--- config.mk ---
export PLATFORM = sky130hd
export DESIGN_NAME = sensor_timestamp_sanity_gate_top
export DESIGN_NICKNAME = d
export VERILOG_FILES = /design/src/hdl/stsg_pkg.sv /design/src/hdl/stsg_front.sv /design/src/hdl/stsg_back.sv /design/src/hdl/stsg_regs.sv /design/src/hdl/sensor_timestamp_sanity_gate_top.sv
export SDC_FILE = /design/constraint.sdc
export NUM_CORES = 2
export LEC_CHECK = 0
export ABC_AREA = 0
export BUFFER_PORTS_ARGS = -buffer_cell sky130_fd_sc_hd__buf_2
export CAP_MARGIN = 25
export CORE_ASPECT_RATIO = 1.4
export CORE_MARGIN = 3
export CORE_UTILIZATION = 60
export DETAILED_ROUTE_END_ITERATION = 8
export PLACE_DENSITY = 0.81
export SLEW_MARGIN = 20
export SYNTH_ARGS = -nofsm -noshare
export SYNTH_HDL_FRONTEND = slang
export SYNTH_SLANG_ARGS = --single-unit
--- constraint.sdc ---
create_clock -name i_clk -period 22.7 [get_ports i_clk]
set_clock_uncertainty 0.05 [all_clocks]
set_input_delay 4.54 -clock i_clk [delete_from_list [all_inputs] [get_ports i_clk]]
set_output_delay 4.54 -clock i_clk [all_outputs]
set_load 0.02 [all_outputs]
--- src/hdl/stsg_pkg.sv ---
// package for the sensor timestamp sanity gate
// holds condition and reset codes, register indexes and the queue entry type
package stsg_pkg;

    typedef enum logic [3:0] {
        COND_OK        = 4'd0,
        COND_TYPE_CHG  = 4'd1,
        COND_TOL_BACK  = 4'd2,
        COND_DROP_BACK = 4'd3,
        COND_BACK_JUMP = 4'd4,
        COND_FWD_JUMP  = 4'd5,
        COND_SYNC_ERR  = 4'd6,
        COND_NO_OFFSET = 4'd7,
        COND_FOREIGN   = 4'd8
    } t_cond;

    typedef enum logic [1:0] {
        RST_NONE = 2'd0,
        RST_SOFT = 2'd1,
        RST_HARD = 2'd2
    } t_rst;

    localparam logic [2:0] REG_SMALL_BACK = 3'd0;
    localparam logic [2:0] REG_FWD_JUMP   = 3'd1;
    localparam logic [2:0] REG_MISMATCH   = 3'd2;
    localparam logic [2:0] REG_HARD_JUMPS = 3'd3;
    localparam logic [2:0] REG_MISM_COUNT = 3'd4;

    // item as classified by the front end
    typedef struct packed {
        logic        empty;      // no samples, no state change
        logic        kind;
        logic [31:0] handle;
        logic [7:0]  time_code;
        logic [62:0] raw;
        logic        no_offset;
    } t_item;

    typedef struct packed {
        logic [31:0] small_back;
        logic [31:0] fwd_jump;
        logic [31:0] mismatch;
        logic [7:0]  hard_jumps;
        logic [7:0]  mism_count;
    } t_cfg;

endpackage

--- src/hdl/stsg_front.sv ---
// front end: accepts headers, classifies them and queues them for the back end
// depends on stsg_pkg; feeds stsg_back through a two entry queue
module stsg_front import stsg_pkg::*; (
    input  logic        i_clk,
    input  logic        i_rst_n,
    input  logic        i_valid,
    output logic        o_stall,
    input  logic        i_kind,
    input  logic [31:0] i_handle,
    input  logic [7:0]  i_time_code,
    input  logic [62:0] i_raw_timestamp_ns,
    input  logic [15:0] i_dot_count,
    input  logic [15:0] i_interval_raw,
    output logic        o_q_valid,
    output t_item       o_q_item,
    input  logic        i_q_pop
);
    t_item       r_q [2];
    logic        r_wp, r_rp;
    logic [1:0]  r_cnt;
    logic        push;
    t_item       n_item;

    assign o_stall = (r_cnt == 2'd2);
    assign push    = i_valid && !o_stall;

    // classification
    always_comb begin
        n_item.kind      = i_kind;
        n_item.handle    = i_handle;
        n_item.time_code = i_time_code;
        n_item.raw       = i_raw_timestamp_ns;
        n_item.empty     = (i_dot_count == 16'd0);
        n_item.no_offset = (i_dot_count > 16'd1) && (i_interval_raw == 16'd0);
    end

    // two entry queue
    always_ff @(posedge i_clk) begin
        if (push) r_q[r_wp] <= n_item;
    end

    always_ff @(posedge i_clk) begin
        if (!i_rst_n) begin
            r_wp  <= 1'b0;
            r_rp  <= 1'b0;
            r_cnt <= 2'd0;
        end else begin
            if (push) r_wp <= ~r_wp;
            if (i_q_pop) r_rp <= ~r_rp;
            r_cnt <= r_cnt + {1'b0, push} - {1'b0, i_q_pop};
        end
    end

    assign o_q_valid = (r_cnt != 2'd0);
    assign o_q_item  = r_q[r_rp];

`ifndef SYNTHESIS
    a_no_overflow: assert property (@(posedge i_clk) disable iff (!i_rst_n)
        r_cnt == 2'd2 |-> !push) else $error("queue overflow");
    a_no_underflow: assert property (@(posedge i_clk) disable iff (!i_rst_n)
        i_q_pop |-> r_cnt != 2'd0) else $error("queue underflow");
    a_cnt_range: assert property (@(posedge i_clk) disable iff (!i_rst_n)
        r_cnt != 2'd3) else $error("queue count out of range");
`endif
endmodule

--- src/hdl/stsg_back.sv ---
// back end: active handle, timing checks against per stream state, result register
// depends on stsg_pkg; takes items from the front end queue
module stsg_back import stsg_pkg::*; (
    input  logic        i_clk,
    input  logic        i_rst_n,
    input  t_cfg        i_cfg,
    input  logic        i_q_valid,
    input  t_item       i_q_item,
    output logic        o_q_pop,
    output logic        o_valid,
    input  logic        i_stall,
    output logic        o_accepted,
    output logic [63:0] o_normalized_ns,
    output logic [3:0]  o_condition,
    output logic [1:0]  o_reset_kind
);
    logic        r_act_v;
    logic [31:0] r_act_src;
    logic [31:0] r_owner;
    logic        r_ep_v;
    logic [62:0] r_ep;
    logic [1:0]  r_tv, r_lv;
    logic [7:0]  r_tc [2];
    logic [62:0] r_last [2];
    logic [7:0]  r_jrun, r_tcc;
    logic        r_ov;
    logic        r_acc;
    logic [63:0] r_norm;
    t_cond       r_cond;
    t_rst        r_rk;

    // per item working values
    logic        foreign;
    logic        clr, hard;
    logic        s;
    logic [1:0]  tv;
    logic [7:0]  tc0, tc1;
    logic [1:0]  lv;
    logic        ep_v;
    logic [62:0] ep;
    logic [7:0]  jrun, tcc;
    logic [63:0] last_s;
    logic [63:0] rawx, gap, step;
    t_cond       cond;
    t_rst        rk;
    logic        acc;
    logic        upd_last;
    logic        do_hard;
    logic [1:0]  n_lv;
    logic [62:0] n_last0, n_last1;

    assign o_q_pop = i_q_valid && (!r_ov || !i_stall);

    always_comb begin
        s        = i_q_item.kind;
        rawx     = {1'b0, i_q_item.raw};
        foreign  = i_q_item.empty ||
                   (s && r_act_v && i_q_item.handle != r_act_src);
        hard     = !s && r_act_v && i_q_item.handle != r_act_src;
        clr      = hard || (i_q_item.handle != r_owner);
        tv       = clr ? 2'b00 : r_tv;
        tc0      = clr ? 8'd0 : r_tc[0];
        tc1      = clr ? 8'd0 : r_tc[1];
        lv       = clr ? 2'b00 : r_lv;
        ep_v     = hard ? 1'b1 : (clr ? 1'b0 : r_ep_v);
        ep       = hard ? i_q_item.raw : (clr ? 63'd0 : r_ep);
        jrun     = clr ? 8'd0 : r_jrun;
        tcc      = clr ? 8'd0 : r_tcc;
        cond     = COND_OK;
        rk       = hard ? RST_HARD : RST_NONE;
        acc      = 1'b0;
        upd_last = 1'b0;
        do_hard  = 1'b0;
        last_s   = {1'b0, s ? r_last[1] : r_last[0]};
        gap      = (r_last[0] > r_last[1]) ? {1'b0, r_last[0] - r_last[1]}
                                            : {1'b0, r_last[1] - r_last[0]};
        step     = (rawx < last_s) ? last_s - rawx : rawx - last_s;
        // type tracking
        if (tv[s] && ((s ? tc1 : tc0) != i_q_item.time_code)) begin
            if (tcc != 8'hff) tcc = tcc + 8'd1;
            cond = COND_TYPE_CHG;
        end
        tv[s] = 1'b1;
        if (s) tc1 = i_q_item.time_code;
        else   tc0 = i_q_item.time_code;
        if (tv[0] && tv[1] && tc0 != tc1 && lv[0] && lv[1] &&
            gap > {32'd0, i_cfg.mismatch} && tcc >= i_cfg.mism_count) begin
            cond = COND_SYNC_ERR;
        end else begin
            if (!ep_v) begin
                ep_v = 1'b1;
                ep   = i_q_item.raw;
            end
            if (lv[s] && rawx < last_s && step <= {32'd0, i_cfg.small_back}) begin
                jrun = 8'd0;
                if (!s) cond = COND_DROP_BACK;
                else begin
                    cond = COND_TOL_BACK;
                    acc  = 1'b1;
                end
            end else if (lv[s] && (rawx < last_s ||
                         step > {32'd0, i_cfg.fwd_jump})) begin
                cond = (rawx < last_s) ? COND_BACK_JUMP : COND_FWD_JUMP;
                if (jrun != 8'hff) jrun = jrun + 8'd1;
                if (jrun >= i_cfg.hard_jumps) begin
                    do_hard = 1'b1;
                    rk      = RST_HARD;
                end else if (rk == RST_NONE) rk = RST_SOFT;
            end else begin
                if (lv[s]) jrun = 8'd0;
                acc = 1'b1;
            end
            if (acc) upd_last = !lv[s] || (rawx > last_s);
            if (acc && i_q_item.no_offset) begin
                cond = COND_NO_OFFSET;
                acc  = 1'b0;
            end
        end
        // next last-time state of both streams
        n_lv    = lv;
        n_last0 = clr ? 63'd0 : r_last[0];
        n_last1 = clr ? 63'd0 : r_last[1];
        if (upd_last) begin
            n_lv[s] = 1'b1;
            if (s) n_last1 = i_q_item.raw;
            else   n_last0 = i_q_item.raw;
        end
    end

    // active handle follows point packets and any hard reset
    always_ff @(posedge i_clk) begin
        if (!i_rst_n) begin
            r_act_v   <= 1'b0;
            r_act_src <= 32'd0;
        end else if (o_q_pop && !foreign && (!s || do_hard)) begin
            r_act_v   <= 1'b1;
            r_act_src <= i_q_item.handle;
        end
    end

    // timing state
    always_ff @(posedge i_clk) begin
        if (!i_rst_n) begin
            r_owner <= 32'd0;
            r_ep_v  <= 1'b0;
            r_ep    <= 63'd0;
            r_tv    <= 2'b00;
            r_lv    <= 2'b00;
            r_tc[0] <= 8'd0;
            r_tc[1] <= 8'd0;
            r_last[0] <= 63'd0;
            r_last[1] <= 63'd0;
            r_jrun  <= 8'd0;
            r_tcc   <= 8'd0;
        end else if (o_q_pop && !foreign) begin
            r_owner <= i_q_item.handle;
            if (do_hard) begin
                r_ep_v    <= 1'b1;
                r_ep      <= i_q_item.raw;
                r_tv      <= 2'b00;
                r_lv      <= 2'b00;
                r_tc[0]   <= 8'd0;
                r_tc[1]   <= 8'd0;
                r_last[0] <= 63'd0;
                r_last[1] <= 63'd0;
                r_jrun    <= 8'd0;
                r_tcc     <= 8'd0;
            end else begin
                r_ep_v    <= ep_v;
                r_ep      <= ep;
                r_tv      <= tv;
                r_tc[0]   <= tc0;
                r_tc[1]   <= tc1;
                r_jrun    <= jrun;
                r_tcc     <= tcc;
                r_lv      <= n_lv;
                r_last[0] <= n_last0;
                r_last[1] <= n_last1;
            end
        end
    end

    // output register
    always_ff @(posedge i_clk) begin
        if (!i_rst_n) r_ov <= 1'b0;
        else if (o_q_pop) r_ov <= 1'b1;
        else if (!i_stall) r_ov <= 1'b0;
    end

    always_ff @(posedge i_clk) begin
        if (o_q_pop) begin
            if (foreign) begin
                r_acc  <= 1'b0;
                r_norm <= 64'd0;
                r_cond <= COND_FOREIGN;
                r_rk   <= RST_NONE;
            end else begin
                r_acc  <= acc;
                r_norm <= acc ? rawx - {1'b0, ep} : 64'd0;
                r_cond <= cond;
                r_rk   <= rk;
            end
        end
    end

    assign o_valid         = r_ov;
    assign o_accepted      = r_acc;
    assign o_normalized_ns = r_norm;
    assign o_condition     = r_cond;
    assign o_reset_kind    = r_rk;

`ifndef SYNTHESIS
    a_hold: assert property (@(posedge i_clk) disable iff (!i_rst_n)
        r_ov && i_stall |=> r_ov && $stable(r_cond)) else $error("result lost");
    a_acc_cond: assert property (@(posedge i_clk) disable iff (!i_rst_n)
        r_ov && r_acc |-> (r_cond == COND_OK || r_cond == COND_TYPE_CHG ||
        r_cond == COND_TOL_BACK)) else $error("accepted with drop cause");
    a_norm_zero: assert property (@(posedge i_clk) disable iff (!i_rst_n)
        r_ov && !r_acc |-> r_norm == 64'd0) else $error("dropped with time");
`endif
endmodule

--- src/hdl/stsg_regs.sv ---
// configuration registers behind an apb-style port
// depends on stsg_pkg for register indexes and the config struct
module stsg_regs import stsg_pkg::*; (
    input  logic        i_clk,
    input  logic        i_rst_n,
    input  logic        psel,
    input  logic        penable,
    input  logic        pwrite,
    input  logic [4:0]  paddr,
    input  logic [31:0] pwdata,
    output logic [31:0] prdata,
    output logic        pready,
    output t_cfg        o_cfg
);
    t_cfg       r_cfg;
    logic [2:0] idx;

    assign pready = 1'b1;
    assign idx    = paddr[4:2];

    // register write
    always_ff @(posedge i_clk) begin
        if (!i_rst_n) begin
            r_cfg.small_back <= 32'd5000000;
            r_cfg.fwd_jump   <= 32'd1000000000;
            r_cfg.mismatch   <= 32'd200000000;
            r_cfg.hard_jumps <= 8'd6;
            r_cfg.mism_count <= 8'd8;
        end else if (psel && penable && pwrite) begin
            unique case (idx)
                REG_SMALL_BACK: r_cfg.small_back <= pwdata;
                REG_FWD_JUMP:   r_cfg.fwd_jump   <= pwdata;
                REG_MISMATCH:   r_cfg.mismatch   <= pwdata;
                REG_HARD_JUMPS: r_cfg.hard_jumps <= pwdata[7:0];
                REG_MISM_COUNT: r_cfg.mism_count <= pwdata[7:0];
                default: ;
            endcase
        end
    end

    // read back
    always_comb begin
        unique case (idx)
            REG_SMALL_BACK: prdata = r_cfg.small_back;
            REG_FWD_JUMP:   prdata = r_cfg.fwd_jump;
            REG_MISMATCH:   prdata = r_cfg.mismatch;
            REG_HARD_JUMPS: prdata = {24'd0, r_cfg.hard_jumps};
            REG_MISM_COUNT: prdata = {24'd0, r_cfg.mism_count};
            default:        prdata = 32'd0;
        endcase
    end

    assign o_cfg = r_cfg;
endmodule

--- src/hdl/sensor_timestamp_sanity_gate_top.sv ---
// sensor timestamp sanity gate: one header in, one verdict out
// the result is registered: an input passes a queue entry, then the result register
// throughput one item per cycle while not stalled; a two entry queue parts the front end
// from the timing back end, which handles one item per cycle unless the output stalls;
// input stalls while the queue is full; synchronous active-low reset restores register
// defaults and clears control and timing state, but not queue entries or result data
module sensor_timestamp_sanity_gate_top import stsg_pkg::*; (
    input  logic        i_clk,
    input  logic        i_rst_n,
    input  logic        psel,
    input  logic        penable,
    input  logic        pwrite,
    input  logic [4:0]  paddr,
    input  logic [31:0] pwdata,
    output logic [31:0] prdata,
    output logic        pready,
    input  logic        i_valid,
    output logic        o_stall,
    input  logic        i_kind,
    input  logic [31:0] i_handle,
    input  logic [7:0]  i_time_code,
    input  logic [62:0] i_raw_timestamp_ns,
    input  logic [15:0] i_dot_count,
    input  logic [15:0] i_interval_raw,
    output logic        o_valid,
    input  logic        i_stall,
    output logic        o_accepted,
    output logic signed [63:0] o_normalized_ns,
    output logic [3:0]  o_condition,
    output logic [1:0]  o_reset_kind
);
    t_cfg  cfg;
    logic  q_valid, q_pop;
    t_item q_item;
    logic [63:0] norm;

    stsg_regs u_regs (
        .i_clk, .i_rst_n, .psel, .penable, .pwrite, .paddr, .pwdata,
        .prdata, .pready, .o_cfg(cfg)
    );

    stsg_front u_front (
        .i_clk, .i_rst_n, .i_valid, .o_stall, .i_kind, .i_handle, .i_time_code,
        .i_raw_timestamp_ns, .i_dot_count, .i_interval_raw,
        .o_q_valid(q_valid), .o_q_item(q_item), .i_q_pop(q_pop)
    );

    stsg_back u_back (
        .i_clk, .i_rst_n, .i_cfg(cfg), .i_q_valid(q_valid), .i_q_item(q_item),
        .o_q_pop(q_pop), .o_valid, .i_stall, .o_accepted,
        .o_normalized_ns(norm), .o_condition, .o_reset_kind
    );

    assign o_normalized_ns = $signed(norm);
endmodule
==> After elaboration in Yosys (flattened, before gate mapping) <==
Memory sizes are Yosys's and may differ from the RTL's. A register that Yosys moved wholly into a read port is not among the register bits.
Cells that the tools add are included.
{ "totals": {"wordCells": 215, "latchBits": 0, "memories": 3, "mem_bits_rw": 354, "regBits": 337, "mem_bits_ro": 0} }
{ "classes": {"order_cmp": 11, "reduce_logical": 47, "div": 0, "muxes": 97, "bitwise_logic": 13, "multipliers": 0, "n_addsub": 9, "shift": 0, "n_eq_ne": 12} }
{ "mem_list": {"columns": ["name", "words", "word_bits", "read_ports", "rd_clocked_by_memory_dff", "wr", "line", "text"], "rows": [
  ["u_front.r_q", 2, 106, 1, 1, 1, "stsg_front.sv:18", "t_item r_q [2];"],
  ["u_back.r_last", 2, 63, 2, 0, 2, "stsg_back.sv:24", "logic [62:0] r_last [2];"],
  ["u_back.r_tc", 2, 8, 2, 0, 2, "stsg_back.sv:23", "logic [7:0] r_tc [2];"]
]} }
{ "ops": {"columns": ["op", "n"], "rows": [
  ["$mux W63", 17],
  ["$sub A63 B63 Y64", 3],
  ["$mux W8", 23],
  ["$pmux W32 S5", 1],
  ["$gt A64 B32 Y1", 2],
  ["$gt A63 B63 Y1", 2],
  ["$sub A63 B63 Y63", 2],
  ["$le A64 B32 Y1", 1],
  ["$mux W64", 1],
  ["$ne A32 B32 Y1", 2],
  ["$lt A63 B63 Y1", 1],
  ["$mux W1", 39],
  ["$logic_not A16 Y1", 2],
  ["$logic_and A1 B1 Y1", 23],
  ["$mux W2", 11],
  ["$add A8 B1 Y8 const B", 2],
  ["$ge A8 B8 Y1", 2],
  ["$gt A16 B1 Y1 const B", 1],
  ["$mux W4", 4],
  ["$ne A8 B8 Y1", 2],
  ["$ne A8 B8 Y1 const B", 2],
  ["$reduce_and A2 Y1", 5],
  ["$or A1 B1 Y1", 8],
  ["$eq A3 B2 Y1 const B", 2],
  ["other kinds (17)", 31]
]} }

==> Logic depth before layout (Yosys ltp) <==
{ "logic_depth": {"word_depth": 24, "mapped_depth": 59, "ltp_nobuf": 52} }

==> Hierarchy <==
Synthesis repeated with hierarchy kept, for this count alone.
{ "unflattened": {"cells_unflattened": 6484, "area_unflattened_um2": 54950.2} }
{ "modules_own_cells": {"columns": ["mod", "cells_each", "seq_area_each_um2", "area_each_um2", "instances"], "rows": [
  ["stsg_back", 5537, 9399.0, 41599.9, 1],
  ["stsg_front", 368, 6466.2, 8105.3, 1],
  ["stsg_regs", 579, 2242.2, 5245.0, 1]
]} }

==> Worst setup path after synthesis <==
Ideal clock, no wire load.
{ "synth_path": {"path_kind": "flip-flop to flip-flop", "from": "reg (tool-made name)", "to": "reg u_back.r_norm[58], in the netlist u_back.o_normalized_ns[58], data pin", "synth_period_minus_slack_ps": 11250, "slack_ps": 11450, "t_arrival_ps": 10934, "stages_incl_launch_ff": 59, "n_path_buf": 10, "path_cell_list": "dfxtp_1 -> clkbuf_1 -> buf_2 -> mux2i_1 -> xnor2_1 -> nor4_1 -> nand4_1 -> nor2_1 -> clkbuf_1 -> clkbuf_1 -> clkbuf_1 -> clkbuf_1 -> buf_1 -> and3_1 -> ha_1 -> nand4_1 -> nor2_1 -> a21o_1 -> (+23 left out) -> o21ai_0 -> a21boi_0 -> o21a_1 -> a211o_1 -> a21o_1 -> a21boi_0 -> o21a_1 -> o21bai_1 -> o21ai_0 -> nor2_1 -> o221ai_2 -> o22a_2 -> a311oi_2 -> o21ai_4 -> a31oi_1 -> o21bai_1 -> xnor2_1 -> nor2_1"} }
{ "synth_rtl": {"columns": ["item", "line", "text"], "rows": [
  ["to (signal assigned)", "stsg_back.sv:199", "r_norm <= acc ? rawx - {1'b0, ep} : 64'd0;"],
  ["to (decl)", "stsg_back.sv:28", "logic [63:0] r_norm;"]
]} }

==> reports/metrics.cfg <==
[cts]
path_clk_slew_ns=0.06
cts_buffer_depth=3
clock_sinks=692
root_buffer=clkbuf_16
cts-buffers-inserted=71
cts_resized=0
cts_tree=built
htreeDepth=3
insertion_delay_ns=0.68
cts_setup_buffers=0
cts_hold_buffers=0

[synthesis]
synth_area_um2=52800
synth.avg_cell_area_um2=8.21
synthDistinctLibCells=103
synthTopCellsByArea=edfxtp_1 24%, dfxtp_1 10%, ha_1 9.5%
ys_seq_area_share_pct=34.3
syn_inst=6432
synth_seq_cells=692
syn-num-nets=7018
post-synth-top-area-fraction_pct=24.2
ys_async_sr_fraction_pct=0
ys.flop_type=edfxtp_1
post-synth-top-area-cell=edfxtp_1
synth_edf_count=425
ys_warn_count=0

[final_layout]
synthToLayoutAreaGrowth_pct=8.92
final_cells=7748
fin_util_pct=66.0
finish.net_count=7105
drive_above_1_share_pct=8.96
design_area_um2=57500

[floorplanning]
core_area_um2=87100
die_area_um2=91700
initial_core_util_pct=60.6
die_w_um=257
die_h_um=357
num_io_pins=286
rows=128

[grt]
grt_start_max_net_pins=119
grt_pass1_vias=46900
grt-ovfl-total=0
antenna_found_initial=7
grtUsageTotal_pct=36.8
grt_pass1_wl_um=265000

[power_and_ir_drop]
p_per_area_nw_per_um2=162
ir_worst_vdd_v=0.000102
cellLeakagePower_nw=23.9

[place]
dp_cells=7612
portBuffers=282
place_congestion=1.02
place_area_um2=55100
post-dp-hpwl_um=135000

[worst_setup_path]
rr_worst_depth=53
critPathKind=flip-flop to flip-flop
max_stage_delay_ns=0.90
critPathMaxFanout=62
crit_path_frequent_cell=o21ai_0
r2r_setup_slack_ns=8.18
endpoint=u_back.o_normalized_ns[63]
required_ns=23.03
start_kind=flip-flop
arrival_ns=14.85
cp_slowest_cell=dfxtp_4
r2r_end=u_back.o_normalized_ns[63]
cp-end-kind=flip-flop

[worst_hold_path]
hold_path_class=flip-flop to flip-flop
min_from=u_regs.o_cfg[100]
worstHoldPathCells=2

[drt]
drt_iter0_markers=5314
route.final.wire_length_um=176000
vias=49300
post_drt_via_cell_ratio=6.36
post_drt_wl_per_cell_um=22.7
dr.pass1.iters=8
drc=0
antenna_left=0

[timing]
clock.fmax_mhz=68.9
finalHoldViolations=0
tightest_slew_ns=1.12
rsz0062_at_grt=no
timing.final.crit_period_ns=14.52
tns_ns=0
period_share_pct=63.9
finalSetupViolCount=0
maxSlewHeadroom_pct=24.8
finalMaxSlewViolations=0

[flow_run]
max-cap-violations=0

[run_status]
status=finished clean

worst max-delay path: cells and delay by family (launching register included):
kind                       cells  cell delay [ns]
adders and majority gates      3             0.77
muxes                          2             0.93
xor gates and xnor gates       1             0.20
and+or+nand+nor               14             2.41
AOI/OAI and AO/OA             28             6.93
buffers and inverters          5             1.81
DFF                            1             0.90
state kept, by name, summed over array words and instances (netlist names), 2 cells and up, named ones only:
name / cells
u_back.r_act_src: 32
u_back.r_ep: 63
u_back.r_owner: 32
u_back.o_condition: 4
u_front.r_cnt: 2
u_back.r_tc: 16
u_back.r_tv: 2
u_regs.o_cfg: 112
u_front.r_q: 212
u_back.o_normalized_ns: 64
u_back.r_jrun: 8
u_back.r_last: 126
u_back.o_reset_kind: 2
u_back.r_tcc: 8
u_back.r_lv: 2
worst min path at each step:
stage | slack, ns | endpoint
global placement | 0.41 | u_back.r_tv[0]
CTS | 0.43 | u_back.r_tv[0]
detailed placement | 0.42 | u_back.r_tv[0]
global route | 0.45 | u_regs.o_cfg[106]
finish | 0.44 | u_regs.o_cfg[100]
floorplan | 0.40 | u_back.r_tv[0]
power by group:
group	internal, W	leakage [nW]	switching [W]
logic	0.00217	16.4	0.00411
registers	0.00167	6.35	0.000197
clock network	0.000644	1.12	0.000535
total	0.00448	23.9	0.00484
final cells by class:
| class | instances | area, µm² |
|---|---|---|
| Antenna cell | 1 | 2.50 |
| Clock buffer | 86 | 1850 |
| Timing Repair Buffer | 388 | 2260 |
| Inverter | 452 | 1700 |
| Multi-Input combinational cell | 4914 | 31600 |
| Clock inverter | 45 | 489 |
| Fill cell | 7243 | 29600 |
| Sequential cell | 692 | 18100 |
| Tap cell | 1170 | 1460 |
kinds of logic after synthesis:
logic type,after synthesis,share of synthesized area [%]
AOI/OAI and AO/OA,2062,24.5
xor gates and xnor gates,272,4.51
adders and majority gates,413,9.82
buffers and inverters,826,6.09
DFF,692,34.3
muxes,205,3.90
other,1,0.00710
and+or+nand+nor,1961,16.8
stage by stage:
step / worst slack, ns / power (W) / hold WS, ns
finish: 8.18 / 0.00932 / 0.436
global route: 7.12 / 0.00993 / 0.452
CTS: 8.17 / 0.00917 / 0.430
detailed placement: 8.34 / 0.00795 / 0.416
global placement: 8.52 / 0.00786 / 0.413
floorplan: 11.45 / 0.00613 / 0.396
cell usage after synthesis (all sizes together), types with 110 or more instances:
master    n
nand2   698
a21oi   677
buf     110
a21o    189
ha      401
edfxtp  425
a31oi   116
inv     451
dfxtp   267
mux2i   199
nand4   124
a211oi  112
and2    120
nor2    632
xnor2   200
clkbuf  264
o21ai   439
cells in the final DEF (no fill, tap or decap), types with 72 or more instances in the layout:
| master | synthesis | final |
|---|---|---|
| and2_1 | 118 | 118 |
| a21boi_0 | 96 | 96 |
| nor2_1 | 630 | 623 |
| nor3_1 | 89 | 87 |
| o21ai_0 | 431 | 431 |
| buf_4 | 5 | 102 |
| nand4_1 | 122 | 122 |
| a21o_1 | 189 | 187 |
| a21oi_1 | 675 | 674 |
| xor2_1 | 72 | 72 |
| nand2_1 | 698 | 698 |
| ha_1 | 401 | 401 |
| inv_1 | 450 | 448 |
| xnor2_1 | 200 | 200 |
| a31oi_1 | 116 | 116 |
| dfxtp_1 | 267 | 266 |
| buf_2 | 65 | 281 |
| edfxtp_1 | 425 | 425 |
| mux2i_1 | 199 | 198 |
| a211oi_1 | 110 | 110 |
routing by layer:
layer  up-vias  share of wire (%)  GRT usage, %
met4         2                5.7          19.3
met3       462                7.5          3.99
met2      2317                 46          61.2
li1      23200                  -             -
met1     23300                 40          47.6
met5         -              0.011             0
Note: power is estimated with default switching activity, not from simulation.
